`config.mk`:
```
export PLATFORM = sky130hd
export DESIGN_NAME = lux_sample_validate_median_top
export DESIGN_NICKNAME = d
export VERILOG_FILES = /design/src/rtl/lsvm_pkg.sv /design/src/rtl/lsvm_ctrl.sv /design/src/rtl/lsvm_dp.sv /design/src/rtl/lux_sample_validate_median_top.sv
export SDC_FILE = /design/constraint.sdc
export NUM_CORES = 1
export LEC_CHECK = 0
export BUFFER_PORTS_ARGS = -buffer_cell sky130_fd_sc_hd__buf_2
export CORE_ASPECT_RATIO = 1.5
export CORE_MARGIN = 1.5
export CORE_UTILIZATION = 30
export CTS_CLUSTER_DIAMETER = 100
export DETAILED_ROUTE_END_ITERATION = 6
export SLEW_MARGIN = 40
export SYNTH_ARGS = -nofsm -noshare
export SYNTH_HDL_FRONTEND = slang
export SYNTH_SLANG_ARGS = --single-unit
export TNS_END_PERCENT = 20
```
`constraint.sdc`:
```
create_clock -name clk -period 7.8 [get_ports clk]
set_input_delay 1.17 -clock clk [delete_from_list [all_inputs] [get_ports clk]]
set_output_delay 1.17 -clock clk [all_outputs]
set_load 0.03 [all_outputs]
```
`src/rtl/lsvm_pkg.sv`:
```
package lsvm_pkg;

  localparam int WORD_W = 16;
  localparam int EXP_W  = 4;
  localparam int MANT_W = 12;
  localparam int VAL_W  = 27;
  localparam int REG_W  = 27;
  localparam int IDX_W  = 2;

  localparam logic [WORD_W-1:0] FAIL_WORD = 16'hFFFF;
  localparam logic [VAL_W-1:0]  MAX_VALUE = 27'd134184960;

  // Configuration register indexes
  localparam logic [IDX_W-1:0] REG_MIN   = 2'd0;
  localparam logic [IDX_W-1:0] REG_MAX   = 2'd1;
  localparam logic [IDX_W-1:0] REG_JUMP  = 2'd2;

  typedef enum logic [1:0] {
    ST_NORMAL = 2'd0,
    ST_COMM   = 2'd1,
    ST_RANGE  = 2'd2,
    ST_JUMP   = 2'd3
  } status_t;

  typedef enum logic [2:0] {
    S_IDLE,
    S_DECODE,
    S_CHECK,
    S_SCAN,
    S_FINISH
  } state_t;

  typedef struct packed {
    logic load_word;
    logic decode;
    logic check;
    logic commit;
    logic scan_clear;
    logic scan_step;
    logic load_out;
  } cmd_t;

  typedef struct packed {
    status_t err;
    logic    found;
  } sts_t;

endpackage

```
`src/rtl/lsvm_ctrl.sv`:
```
module lsvm_ctrl (
  input  logic              clk,
  input  logic              rst,
  input  logic              in_valid,
  output logic              in_ready,
  output logic              out_valid,
  input  logic              out_ready,
  input  lsvm_pkg::sts_t    sts,
  output lsvm_pkg::cmd_t    cmd
);

  lsvm_pkg::state_t state;
  lsvm_pkg::state_t state_next;
  logic             out_free;

  assign out_free = !out_valid || out_ready;

  always_ff @(posedge clk) begin
    if (rst) begin
      state     <= lsvm_pkg::S_IDLE;
      out_valid <= 1'b0;
    end else begin
      state <= state_next;
      if (cmd.load_out) begin
        out_valid <= 1'b1;
      end else if (out_ready) begin
        out_valid <= 1'b0;
      end
    end
  end

  always_comb begin
    state_next = state;
    case (state)
      lsvm_pkg::S_IDLE: begin
        if (in_valid) begin
          state_next = lsvm_pkg::S_DECODE;
        end
      end
      lsvm_pkg::S_DECODE: begin
        state_next = lsvm_pkg::S_CHECK;
      end
      lsvm_pkg::S_CHECK: begin
        if (sts.err == lsvm_pkg::ST_NORMAL) begin
          state_next = lsvm_pkg::S_SCAN;
        end else begin
          state_next = lsvm_pkg::S_FINISH;
        end
      end
      lsvm_pkg::S_SCAN: begin
        if (sts.found) begin
          state_next = lsvm_pkg::S_FINISH;
        end
      end
      lsvm_pkg::S_FINISH: begin
        if (out_free) begin
          state_next = lsvm_pkg::S_IDLE;
        end
      end
      default: begin
        state_next = lsvm_pkg::S_IDLE;
      end
    endcase
  end

  always_comb begin
    cmd      = '0;
    in_ready = 1'b0;
    case (state)
      lsvm_pkg::S_IDLE: begin
        in_ready      = 1'b1;
        cmd.load_word = in_valid;
      end
      lsvm_pkg::S_DECODE: begin
        cmd.decode = 1'b1;
      end
      lsvm_pkg::S_CHECK: begin
        cmd.check      = 1'b1;
        cmd.commit     = (sts.err == lsvm_pkg::ST_NORMAL);
        cmd.scan_clear = 1'b1;
      end
      lsvm_pkg::S_SCAN: begin
        cmd.scan_step = 1'b1;
      end
      lsvm_pkg::S_FINISH: begin
        cmd.load_out = out_free;
      end
      default: begin
        cmd = '0;
      end
    endcase
  end

endmodule

```
`src/rtl/lsvm_dp.sv`:
```
module lsvm_dp #(
  parameter int WINDOW_DEPTH = 5
) (
  input  logic                         clk,
  input  logic                         rst,
  input  logic                         cfg_we,
  input  logic [lsvm_pkg::IDX_W-1:0]   cfg_index,
  input  logic [lsvm_pkg::REG_W-1:0]   cfg_data,
  input  logic [lsvm_pkg::WORD_W-1:0]  result_word,
  input  lsvm_pkg::cmd_t               cmd,
  output lsvm_pkg::sts_t               sts,
  output logic [lsvm_pkg::VAL_W-1:0]   light_centilux,
  output lsvm_pkg::status_t            status
);

  localparam int SLOT_W = (WINDOW_DEPTH > 1) ? $clog2(WINDOW_DEPTH) : 1;
  localparam int CNT_W  = $clog2(WINDOW_DEPTH + 1);
  localparam logic [SLOT_W-1:0] LAST_SLOT = SLOT_W'(WINDOW_DEPTH - 1);
  localparam logic [CNT_W-1:0]  MID       = CNT_W'(WINDOW_DEPTH / 2);

  logic [lsvm_pkg::REG_W-1:0]  min_centilux;
  logic [lsvm_pkg::REG_W-1:0]  max_centilux;
  logic [lsvm_pkg::REG_W-1:0]  jump_limit_centilux;

  logic [lsvm_pkg::VAL_W-1:0]  window [WINDOW_DEPTH];
  logic [SLOT_W-1:0]           write_slot;
  logic [lsvm_pkg::VAL_W-1:0]  last_good_value;

  logic [lsvm_pkg::WORD_W-1:0] word;
  logic [lsvm_pkg::VAL_W-1:0]  value;
  logic [SLOT_W-1:0]           scan_idx;
  logic [lsvm_pkg::VAL_W-1:0]  median;
  lsvm_pkg::status_t           err_code;

  logic [lsvm_pkg::MANT_W-1:0] mant;
  logic [lsvm_pkg::EXP_W-1:0]  expo;
  logic [lsvm_pkg::VAL_W-1:0]  diff;
  logic                        range_bad;
  logic                        jump_bad;
  logic [lsvm_pkg::VAL_W-1:0]  cand;
  logic [CNT_W-1:0]            n_less;
  logic [CNT_W-1:0]            n_less_eq;
  lsvm_pkg::status_t           err_now;
  logic                        found_now;

  assign mant = word[lsvm_pkg::MANT_W-1:0];
  assign expo = word[lsvm_pkg::WORD_W-1:lsvm_pkg::MANT_W];

  always_ff @(posedge clk) begin
    if (rst) begin
      min_centilux        <= '0;
      max_centilux        <= lsvm_pkg::MAX_VALUE;
      jump_limit_centilux <= lsvm_pkg::MAX_VALUE;
    end else if (cfg_we) begin
      case (cfg_index)
        lsvm_pkg::REG_MIN:  min_centilux        <= cfg_data;
        lsvm_pkg::REG_MAX:  max_centilux        <= cfg_data;
        lsvm_pkg::REG_JUMP: jump_limit_centilux <= cfg_data;
        default: ;
      endcase
    end
  end

  // Checks run on the word and its decoded value, in priority order.
  always_comb begin
    range_bad = (value < min_centilux) || (value > max_centilux);
    diff      = (value >= last_good_value) ? (value - last_good_value)
                                           : (last_good_value - value);
    jump_bad  = (last_good_value != '0) && (diff > jump_limit_centilux);
    if (word == lsvm_pkg::FAIL_WORD) begin
      err_now = lsvm_pkg::ST_COMM;
    end else if (range_bad) begin
      err_now = lsvm_pkg::ST_RANGE;
    end else if (jump_bad) begin
      err_now = lsvm_pkg::ST_JUMP;
    end else begin
      err_now = lsvm_pkg::ST_NORMAL;
    end
  end

  // One candidate per cycle is ranked against every window entry. It is the
  // median when fewer than MID+1 entries lie below it and more than MID lie
  // at or below it.
  assign cand = window[scan_idx];

  always_comb begin
    n_less    = '0;
    n_less_eq = '0;
    for (int j = 0; j < WINDOW_DEPTH; j++) begin
      n_less    = n_less + CNT_W'(window[j] < cand);
      n_less_eq = n_less_eq + CNT_W'(window[j] <= cand);
    end
    found_now = (n_less <= MID) && (n_less_eq > MID);
  end

  assign sts = '{err: err_now, found: found_now};

  always_ff @(posedge clk) begin
    if (cmd.load_word) begin
      word <= result_word;
    end
    if (cmd.decode) begin
      value <= lsvm_pkg::VAL_W'(mant) << expo;
    end
    if (cmd.check) begin
      err_code <= sts.err;
    end
    if (cmd.scan_clear) begin
      scan_idx <= '0;
    end else if (cmd.scan_step) begin
      scan_idx <= scan_idx + 1'b1;
    end
    if (cmd.scan_step && sts.found) begin
      median <= cand;
    end
    if (cmd.load_out) begin
      status <= err_code;
      if (err_code == lsvm_pkg::ST_NORMAL) begin
        light_centilux <= median;
      end else begin
        light_centilux <= last_good_value;
      end
    end
  end

  always_ff @(posedge clk) begin
    if (rst) begin
      for (int i = 0; i < WINDOW_DEPTH; i++) begin
        window[i] <= '0;
      end
      write_slot      <= '0;
      last_good_value <= '0;
    end else begin
      if (cmd.commit) begin
        window[write_slot] <= value;
        write_slot         <= (write_slot == LAST_SLOT) ? '0 : write_slot + 1'b1;
      end
      if (cmd.load_out && err_code == lsvm_pkg::ST_NORMAL) begin
        last_good_value <= median;
      end
    end
  end

endmodule

```
`src/rtl/lux_sample_validate_median_top.sv`:
```
// A rejected or failed read passes from the input transfer through decode and the checks
// to the output register; an accepted value also passes the median search, which ranks
// one window entry per cycle until it finds the middle one.
// A new item is taken only once the result of the last one is in the output register.
// Reset (synchronous, active high) clears the window, write slot and last good value to
// zero and loads the range and jump registers with their defaults.
module lux_sample_validate_median_top #(
  parameter int WINDOW_DEPTH = 5
) (
  input  logic        clk,
  input  logic        rst,
  // Configuration: 0 min_centilux, 1 max_centilux, 2 jump_limit_centilux.
  input  logic        cfg_we,
  input  logic [1:0]  cfg_index,
  input  logic [26:0] cfg_data,
  input  logic        s_tvalid,
  output logic        s_tready,
  input  logic [15:0] s_tdata,   // [15:0] result_word
  output logic        m_tvalid,
  input  logic        m_tready,
  output logic [31:0] m_tdata,   // [26:0] light_centilux, [31:27] zero
  output logic [1:0]  m_tuser    // [1:0] status
);

  lsvm_pkg::cmd_t                cmd;
  lsvm_pkg::sts_t                sts;
  logic [lsvm_pkg::VAL_W-1:0]    light_centilux;
  lsvm_pkg::status_t             status;

  // The controller steps each item through decode, checking, the median
  // search and the output register. The output register is a stage of its
  // own, so a new input transfer can be taken while a result still waits.
  lsvm_ctrl u_ctrl (
    .clk       (clk),
    .rst       (rst),
    .in_valid  (s_tvalid),
    .in_ready  (s_tready),
    .out_valid (m_tvalid),
    .out_ready (m_tready),
    .sts       (sts),
    .cmd       (cmd)
  );

  // The datapath holds the configuration registers, the ring window and the
  // last good value, and ranks window entries for the median.
  lsvm_dp #(
    .WINDOW_DEPTH (WINDOW_DEPTH)
  ) u_dp (
    .clk            (clk),
    .rst            (rst),
    .cfg_we         (cfg_we),
    .cfg_index      (cfg_index),
    .cfg_data       (cfg_data),
    .result_word    (s_tdata),
    .cmd            (cmd),
    .sts            (sts),
    .light_centilux (light_centilux),
    .status         (status)
  );

  assign m_tdata = {5'b0, light_centilux};
  assign m_tuser = status;

endmodule

```
* Word level (Yosys, flattened, before mapping)
Memory sizes are Yosys's and may differ from the RTL's. A register that Yosys moved wholly into a read port is not among the register bits. Index checks and enable logic that the tools add are counted.
Word-level totals: memories kept 1, RAM bits 135, register bits after elaboration 219, logic and storage cells 102, output and inout port bits 36, bits of input ports 50
Memories:
- u_dp.window | words 5, bits a word 27, rd ports 6, clocked after Yosys merged registers in 1, write ports 5, RTL line lsvm_dp.sv:25 | logic [lsvm_pkg::VAL_W-1:0] window [WINDOW_DEPTH];
Operators by class: $add $sub $neg 12, $lt $le $gt $ge 16, reduce and logical (&&, ||, !) cells 18, shifts and indexed selects 1, muxes and demuxes 29, equal/unequal tests 11
Operators with widths (count):
- < comparator 27 bit | 6
- less-or-equal comparator 27 bit | 5
- two-way mux 27 bit | 3
- greater-than comparator 27 bit | 2
- subtractor 27 bit | 2
- greater-or-equal comparator 27 bit | 1
- two-way mux 3 bit | 9
- nonzero test 27 bit | 1
- OR reduction 27 bit | 1
- << shifter 12 x 4 -> 27 bit | 1
- adder 3 x 1 -> 3 bit | 6
- equality test 16 bit, second input constant | 1
- case mux 3 bit (5 select lines) | 1
- two-way mux 1 bit | 13
- adder 3 x 1 -> 3 bit, second input constant | 2
- equality test 3 x 2 -> 1 bit, second input constant | 2
- equality test 3 bit, second input constant | 2
- zero test 2 bit | 3
- two-way mux 2 bit | 3
- AND reduction 2 bit | 3
- adder 1 x 1 -> 2 bit | 2
- logical AND 1 bit | 4
- inequality test 2 x 1 -> 1 bit, second input constant | 2
- equality test 3 x 1 -> 1 bit, second input constant | 1
- other kinds (10) | 11

* Longest topological paths before layout
Gate-level depths: netlist of the first run.
word-level depth 14, mapped depth 28, mapped depth without buffers 23

* By module
A second synthesis of the first run with hierarchy kept.
Unflattened totals: cells, all modules 2385, area total of the unflattened synthesis 25515.7 µm²
By module, submodules not included:
- lsvm_dp | sequential area each 11861.4 µm², instances 1, area an instance 25238.0 µm², cells each 2348
- lsvm_ctrl | sequential area each 80.1 µm², instances 1, area an instance 236.5 µm², cells each 31
- lux_sample_validate_median_top | sequential area each 0.0 µm², instances 1, area an instance 41.3 µm², cells each 6

* Least setup slack after synthesis of the first run
Ideal clock, no wire load.
path kind reg-to-reg, start point reg u_dp.value[4] (netlist name), end point mem u_dp.window[5][0] (netlist name) (enable), path buffers 3, setup slack 0.678 ns, cell stages (with the launch flop) 25, arrival 6.677 ns, period minus slack after synthesis 7.122 ns, required time 7.355 ns, library setup time 0.445 ns, cell sequence edfxtp_1 inv_1 ha_1 buf_2 and4_1 nor2b_1 a221oi_1 o31ai_1 a21oi_2 buf_2 buf_1 mux2i_1 o21ai_0 xor2_1 ha_1 a21o_1 a21o_1 a21oi_1 o21ai_1 a221oi_1 or2_2 a31oi_1 nor3_4 nand3_1 nor3_1
RTL lines:
- start, declared | RTL line lsvm_dp.sv:30 | logic [lsvm_pkg::VAL_W-1:0] value;
- start signal, assigned | RTL line lsvm_dp.sv:103 | value <= lsvm_pkg::VAL_W'(mant) << expo;
- end, declared | RTL line lsvm_dp.sv:25

==> impl_metrics.py, run 1 <==
metrics = {
    "timing": {
        "period_needed_ns": 7.15,
        "rsz0062_at_grt": "false",
        "finalCritPeriodShare": 0.916,
        "hold_viol": 0,
        "skew_ns": 0.0207,
        "finalSetupViolCount": 0,
        "finalMaxSlewViolations": 0,
        "worst_pin_slew_ns": 0.897,
        "slew-limit-headroom": 0.398,
        "fmaxAchievable_mhz": 140,
        "tns_ns": 0,
    },
    "global_routing": {
        "grt_pass1_vias": 19100,
        "antenna_found_initial": 0,
        "grt_pass1_wl_mm": 116,
        "gr-usage-all-layers": 0.180,
        "overflow": 0,
        "grt_max_degree": 56,
    },
    "layout": {
        "drive_gt1_frac": 0.130,
        "ff_latch_area_mm2": 0.0119,
        "fin_cells": 3639,
        "nNetsFinal": 2815,
        "multi_input_area_mm2": 0.0124,
        "diodes": 0,
        "area_growth_pct": 13.9,
        "fillers": 8426,
    },
    "worst_setup_path": {
        "max_stage_delay_ns": 0.60,
        "setup.worst_path.start_class": "register",
        "crit_chain": "inv_1 > ha_1 > nand2_1 > o21ai_0 > a221oi_2 > o31ai_1 > a21oi_4 > buf_4 > a211oi_1 > o21ai_0 > xnor2_1 > ha_1 > a21o_1 > a21o_1 > a21oi_1 > o21ai_1 > a221oi_1 > or2_2 > a31oi_1 > or3_4 > buf_4 > nor3_1 > or2_2 > buf_12",
        "slowest_stage": "or3_4",
        "cp-end-kind": "register",
        "cp_num_buf_inv": 4,
        "worstSetupPathType": "reg -> reg",
        "worstPathMaxFanout": 23,
        "critPathTopFamily": "compound AO/OA/AOI/OAI gates",
        "cp.required_ns": 8.08,
        "crit_arrival_ns": 7.43,
    },
    "place": {
        "dp_cells": 3563,
        "io_buffer_count": 80,
        "dp_hpwl_mm": 59.6,
        "gp_congestion": 0.951,
    },
    "synthesis": {
        "synth_area_mm2": 0.0254,
        "synth_area_leaders": "edfxtp_1 37%, ha_1 14%, dfxtp_1 9.5%",
        "ys_seq_area_frac": 0.470,
        "synth_area_per_cell_um2": 10.7,
        "synth_top_family_by_area": "adder cells",
        "synth-xor-area-share": 0.00861,
        "synth_edf_count": 317,
        "synth_cell_types": 68,
        "async_flop_share": 0,
        "netlist_instances": 2382,
        "synthFlopType": "edfxtp_1",
        "synthSimpleGateAreaFrac": 0.135,
        "yosys_warnings": 0,
        "yosysTopAreaCell": "edfxtp_1",
        "synth_seq_cells": 438,
        "synth_mux_area_frac": 0.0726,
        "yosys.area.top_type_share": 0.375,
        "synth-adder-area-share": 0.140,
        "synth_compound_area_frac": 0.126,
    },
    "floorplan": {
        "start_util": 0.303,
        "io_pins": 86,
        "die_h_um": 359,
        "core.rowCount": 130,
        "core_mm2": 0.0838,
        "die-area_mm2": 0.0865,
        "die_x_um": 241,
    },
    "clocking": {
        "hold_buffers": 0,
        "clock_latency_ns": 0.59,
        "cts_tree": "built",
        "path_clk_slew_ns": 0.07,
        "clk_path_buf_depth": 3,
        "cts.repair.resized": 0,
        "cts.sinks": 438,
        "htree_levels": 2,
        "cts_root_buf": "clkbuf_16",
        "cts_setup_buffers": 0,
        "numCtsBuffers": 41,
    },
    "routing": {
        "first_pass_iters": 4,
        "wl_mm": 77.6,
        "vias": 18400,
        "routedWlPerCell_um": 21.3,
        "ant_nets": 0,
        "first_iter_violations": 975,
        "drc": 0,
        "vias_per_cell": 5.06,
    },
    "min_path": {
        "worstHoldPathType": "reg -> reg",
    },
    "flow_run": {
        "maxCapViolCount": 0,
    },
    "pwr": {
        "peakVddDrop_mv": 0.201,
        "p_leak_uw": 0.0114,
        "power-per-cell-area_mw_per_mm2": 221,
    },
    "outcome": {
        "status": "completed",
    },
}
## final timing paths
check,startpoint,end,slack (ns),cells after the start
min reg2reg,u_dp.jump_limit_centilux[11],u_dp.jump_limit_centilux[11],0.45,2
max,u_dp.value[2],u_dp.window[2][2],0.65,24
max reg2reg,u_dp.value[2],u_dp.window[2][2],0.65,24
min,u_dp.jump_limit_centilux[11],u_dp.jump_limit_centilux[11],0.45,2
## stage by stage
stage                     power [uW]  setup slack (ns)  cell area [um2]  hold WS [ns]   util
after floorplan                 3800             0.678            25400         0.434      -
after global placement          4380             0.672            27600         0.443  0.329
after detailed placement        4400             0.599            27600         0.447  0.329
after CTS                       6460             0.565            28900         0.456  0.346
after global routing            6720             0.128            29000         0.470  0.346
final                           6400             0.652            29000         0.454  0.346
## cell families (layout without fill, tap and decap cells)
logic type	count (synthesis)	count (layout)
adder cells (fa/ha/maj)	281	281
AO/OA/AOI/OAI	531	531
AND/OR/NAND/NOR	687	687
multiplexers	116	116
other	1	5
buffers and inverters	303	434
flip-flops	438	438
XOR/XNOR	25	25
## where the power goes
part           total (uW)  switching [uW]  internal [uW]
Combinational        1680             971            707
Clock                2050             947           1100
Sequential           2680            82.2           2590
## state kept, by name, summed over array words and instances, names as in the netlist, named ones only
register	cells
u_dp.window	216
u_dp.jump_limit_centilux	27
u_dp.last_good_value	27
u_dp.light_centilux	27
u_dp.max_centilux	27
u_dp.median	27
u_dp.min_centilux	27
u_dp.value	27
u_dp.word	16
u_ctrl.state	3
u_dp.scan_idx	3
u_dp.write_slot	3
u_dp.err_code	2
u_dp.status	2
u_ctrl.out_valid	1
## layout make-up
| cell class | instances | area share |
|---|---|---|
| Clock buffer | 56 | 0.0402 |
| Clock inverter | 20 | 0.00627 |
| Inverter | 193 | 0.0250 |
| Multi-Input combinational cell | 1645 | 0.427 |
| Sequential cell | 438 | 0.413 |
| Tap cell | 1122 | 0.0485 |
| Timing Repair Buffer | 165 | 0.0403 |
## metal layers
metal  GRT usage  part of all wire  up-vias
li1            -                 -     8848
met1       0.194              0.37     8996
met2       0.336              0.53      420
met3      0.0161             0.030      166
met4       0.107             0.063        0
met5           0                 0        -
## worst min-delay path, stage by stage (launching register included)
cell,delay [ns]
dfxtp_1,0.31
nand2_1,0.05
a21oi_1,0.05
## synthesized netlist by cell type, drive strengths merged, types with 4 or more instances
library cell / instances
xor2: 9
nor4: 40
and2: 112
a211oi: 9
o31ai: 5
nor2b: 29
dfxtp: 121
mux2: 7
a221oi: 5
o21ai: 108
a21o: 104
or2: 11
mux2i: 55
clkbuf: 77
xnor2: 16
o21bai: 12
mux4: 54
a31oi: 9
fa: 6
inv: 192
and4: 4
o22ai: 7
and3: 5
nor2: 68
nand2b: 9
nand3: 27
ha: 275
o211ai: 29
o21a: 6
a21oi: 213
a2111oi: 5
nor3: 32
buf: 33
nand2: 283
nand4: 53
edfxtp: 317
## cell usage in the layout (no fill, tap or decap), drive strengths merged, types with 5 or more instances in the layout
cell type	count
a21oi	213
mux2	7
nand2b	9
a2111oi	5
and2	112
a31oi	9
nand3	27
mux2i	55
o21a	6
o21bai	12
a221oi	5
o31ai	5
edfxtp	317
a21o	104
buf	165
nor2	68
mux4	54
inv	197
or2	11
xnor2	16
clkbuf	56
o21ai	108
ha	275
nor3	32
o211ai	29
nand2	283
a211oi	9
xor2	9
o22ai	7
clkinv	11
and3	5
nand4	53
dfxtp	121
nor4	40
nor2b	29
fa	6
conb	5
(Power assumes the default switching activity.)
==> run 2, diff against run 1 <==
--- a/config.mk
+++ b/config.mk
@@ -9,8 +9,9 @@
 export CORE_ASPECT_RATIO = 1.5
 export CORE_MARGIN = 1.5
 export CORE_UTILIZATION = 30
-export CTS_CLUSTER_DIAMETER = 100
+export CTS_CLUSTER_DIAMETER = 80
 export DETAILED_ROUTE_END_ITERATION = 6
+export RECOVER_POWER = 50
 export SLEW_MARGIN = 40
 export SYNTH_ARGS = -nofsm -noshare
 export SYNTH_HDL_FRONTEND = slang
==> impl_metrics.py, run 2 (synthesized netlist as in run 1, its figures left out) <==
metrics = {
    "outcome": {
        "status": "complete, but fails checks",
        "violations": "max-capacitance violations, max-slew violations",
    },
    "timing": {
        "worst_pin_slew_ns": 2.25,
        "worst_slack_ns": 0.641,
        "finalCritPeriodShare": 0.918,
        "period_needed_ns": 7.16,
        "hold_viol": 0,
        "slew-limit-headroom": -0.499,
        "finalMaxSlewViolations": 260,
        "finalSetupViolCount": 0,
        "rsz0062_at_grt": "false",
        "skew_ns": 0.0286,
        "tns_ns": 0,
        "fmaxAchievable_mhz": 140,
    },
    "worst_setup_path": {
        "crit_arrival_ns": 7.42,
        "setup.worst_path.start_class": "register",
        "worstSetupPathType": "reg -> reg",
        "cp.required_ns": 8.06,
        "cp-end-kind": "register",
        "worstPathMaxFanout": 23,
    },
    "pwr": {
        "power-per-cell-area_mw_per_mm2": 223,
        "peakVddDrop_mv": 0.199,
        "p_leak_uw": 0.0112,
    },
    "clocking": {
        "numCtsBuffers": 42,
        "htree_levels": 2,
        "cts_tree": "built",
        "cts_root_buf": "clkbuf_16",
        "cts_setup_buffers": 0,
        "cts.sinks": 438,
        "clock_latency_ns": 0.58,
        "clk_path_buf_depth": 3,
        "path_clk_slew_ns": 0.07,
    },
    "routing": {
        "first_pass_iters": 5,
        "vias_per_cell": 5.05,
        "routedWlPerCell_um": 21.3,
        "wl_mm": 77.6,
        "drc": 0,
        "vias": 18400,
        "ant_nets": 0,
        "first_iter_violations": 996,
    },
    "layout": {
        "nNetsFinal": 2816,
        "diodes": 0,
        "drive_gt1_frac": 0.101,
        "final_cell_mix": "317 x edfxtp_1, 283 x nand2_1, 275 x ha_1",
        "final_common_cell": "edfxtp_1",
        "fillers": 8484,
        "area_growth_pct": 13.3,
        "largest_reg_flops": 216,
        "top_register": "u_dp.window",
        "final_area_mm2": 0.0288,
    },
    "floorplan": {
        "die_x_um": 241,
        "io_pins": 86,
        "core.rowCount": 130,
        "start_util": 0.303,
        "core_mm2": 0.0838,
        "die-area_mm2": 0.0865,
        "die_h_um": 359,
    },
    "flow_run": {
        "maxCapViolCount": 7,
    },
    "place": {
        "dpl_cell_area_mm2": 0.0276,
        "dp_hpwl_mm": 59.6,
        "gp_congestion": 0.951,
        "post-place-ws_ns": 0.599,
        "io_buffer_count": 80,
    },
    "global_routing": {
        "grt_pass1_wl_mm": 116,
        "grt_pass1_vias": 19100,
        "grt_max_degree": 56,
        "overflow": 0,
        "antenna_found_initial": 0,
        "gr-usage-all-layers": 0.179,
    },
    "min_path": {
        "worstHoldPathType": "reg -> reg",
    },
}
## run 2: layout make-up
cell class / instances / area [um2] / area share
tap: 1122 / 1400 / 0.0487
timing repair buffer: 165 / 990 / 0.0344
clock buffer: 59 / 1200 / 0.0416
sequential: 438 / 11900 / 0.415
inverter: 193 / 724 / 0.0252
multi-input combinational: 1645 / 12400 / 0.429
clock inverter: 19 / 190 / 0.00660
## run 2: through the flow
stage,cells,util,total power (uW),hold WS (ns)
detailed placement,3563,0.329,4400,0.447
finish,3641,0.344,6420,0.453
global route,3641,0.344,6730,0.470
CTS,3641,0.346,6500,0.456
floorplan,2386,-,3800,0.434
global placement,3563,0.329,4380,0.443
## run 2: worst max-delay path, stage by stage (launching register included)
cell and delay (ns):
edfxtp_1 0.60, inv_1 0.13, ha_1 0.41, nand2_1 0.10
o21ai_0 0.59, a221oi_2 0.20, o31ai_1 0.52, a21oi_4 0.18
buf_4 0.26, a211oi_1 0.47, o21ai_0 0.18, xnor2_1 0.16
ha_1 0.30, a21o_1 0.16, a21o_1 0.16, a21oi_1 0.15
o21ai_1 0.09, a221oi_1 0.26, or2_2 0.15, a31oi_1 0.23
or3_4 0.60, buf_4 0.24, nor3_1 0.21, or2_2 0.27
buf_12 0.20
## run 2: power by group
group / internal (uW) / switching, uW
registers: 2590 / 82.0
logic: 682 / 969
clock network: 1150 / 936
total: 4430 / 1990
## run 2: per-layer routing
metal,up-vias,part of all wire,track usage
li1,8853,-,-
met1,8945,0.38,0.193
met2,415,0.53,0.336
met3,176,0.030,0.0153
met4,0,0.064,0.106
met5,-,0,0
## run 2: final timing paths
| path | startpoint | endpoint | slack, ns | depth (start not counted) |
|---|---|---|---|---|
| setup / recovery | u_dp.value[2] | u_dp.window[2][12] | 0.64 | 24 |
| hold / removal | u_dp.jump_limit_centilux[11] | u_dp.jump_limit_centilux[11] | 0.45 | 2 |
| setup reg to reg | u_dp.value[2] | u_dp.window[2][12] | 0.64 | 24 |
| hold reg to reg | u_dp.jump_limit_centilux[11] | u_dp.jump_limit_centilux[11] | 0.45 | 2 |
## run 2: what timing repair did
item / CTS / global route
setup endpoints to repair: 0 / 14
gates resized for setup: 0 / 1
endpoints found under the hold margin: 0 / 0
hold buffers: 0 / 0
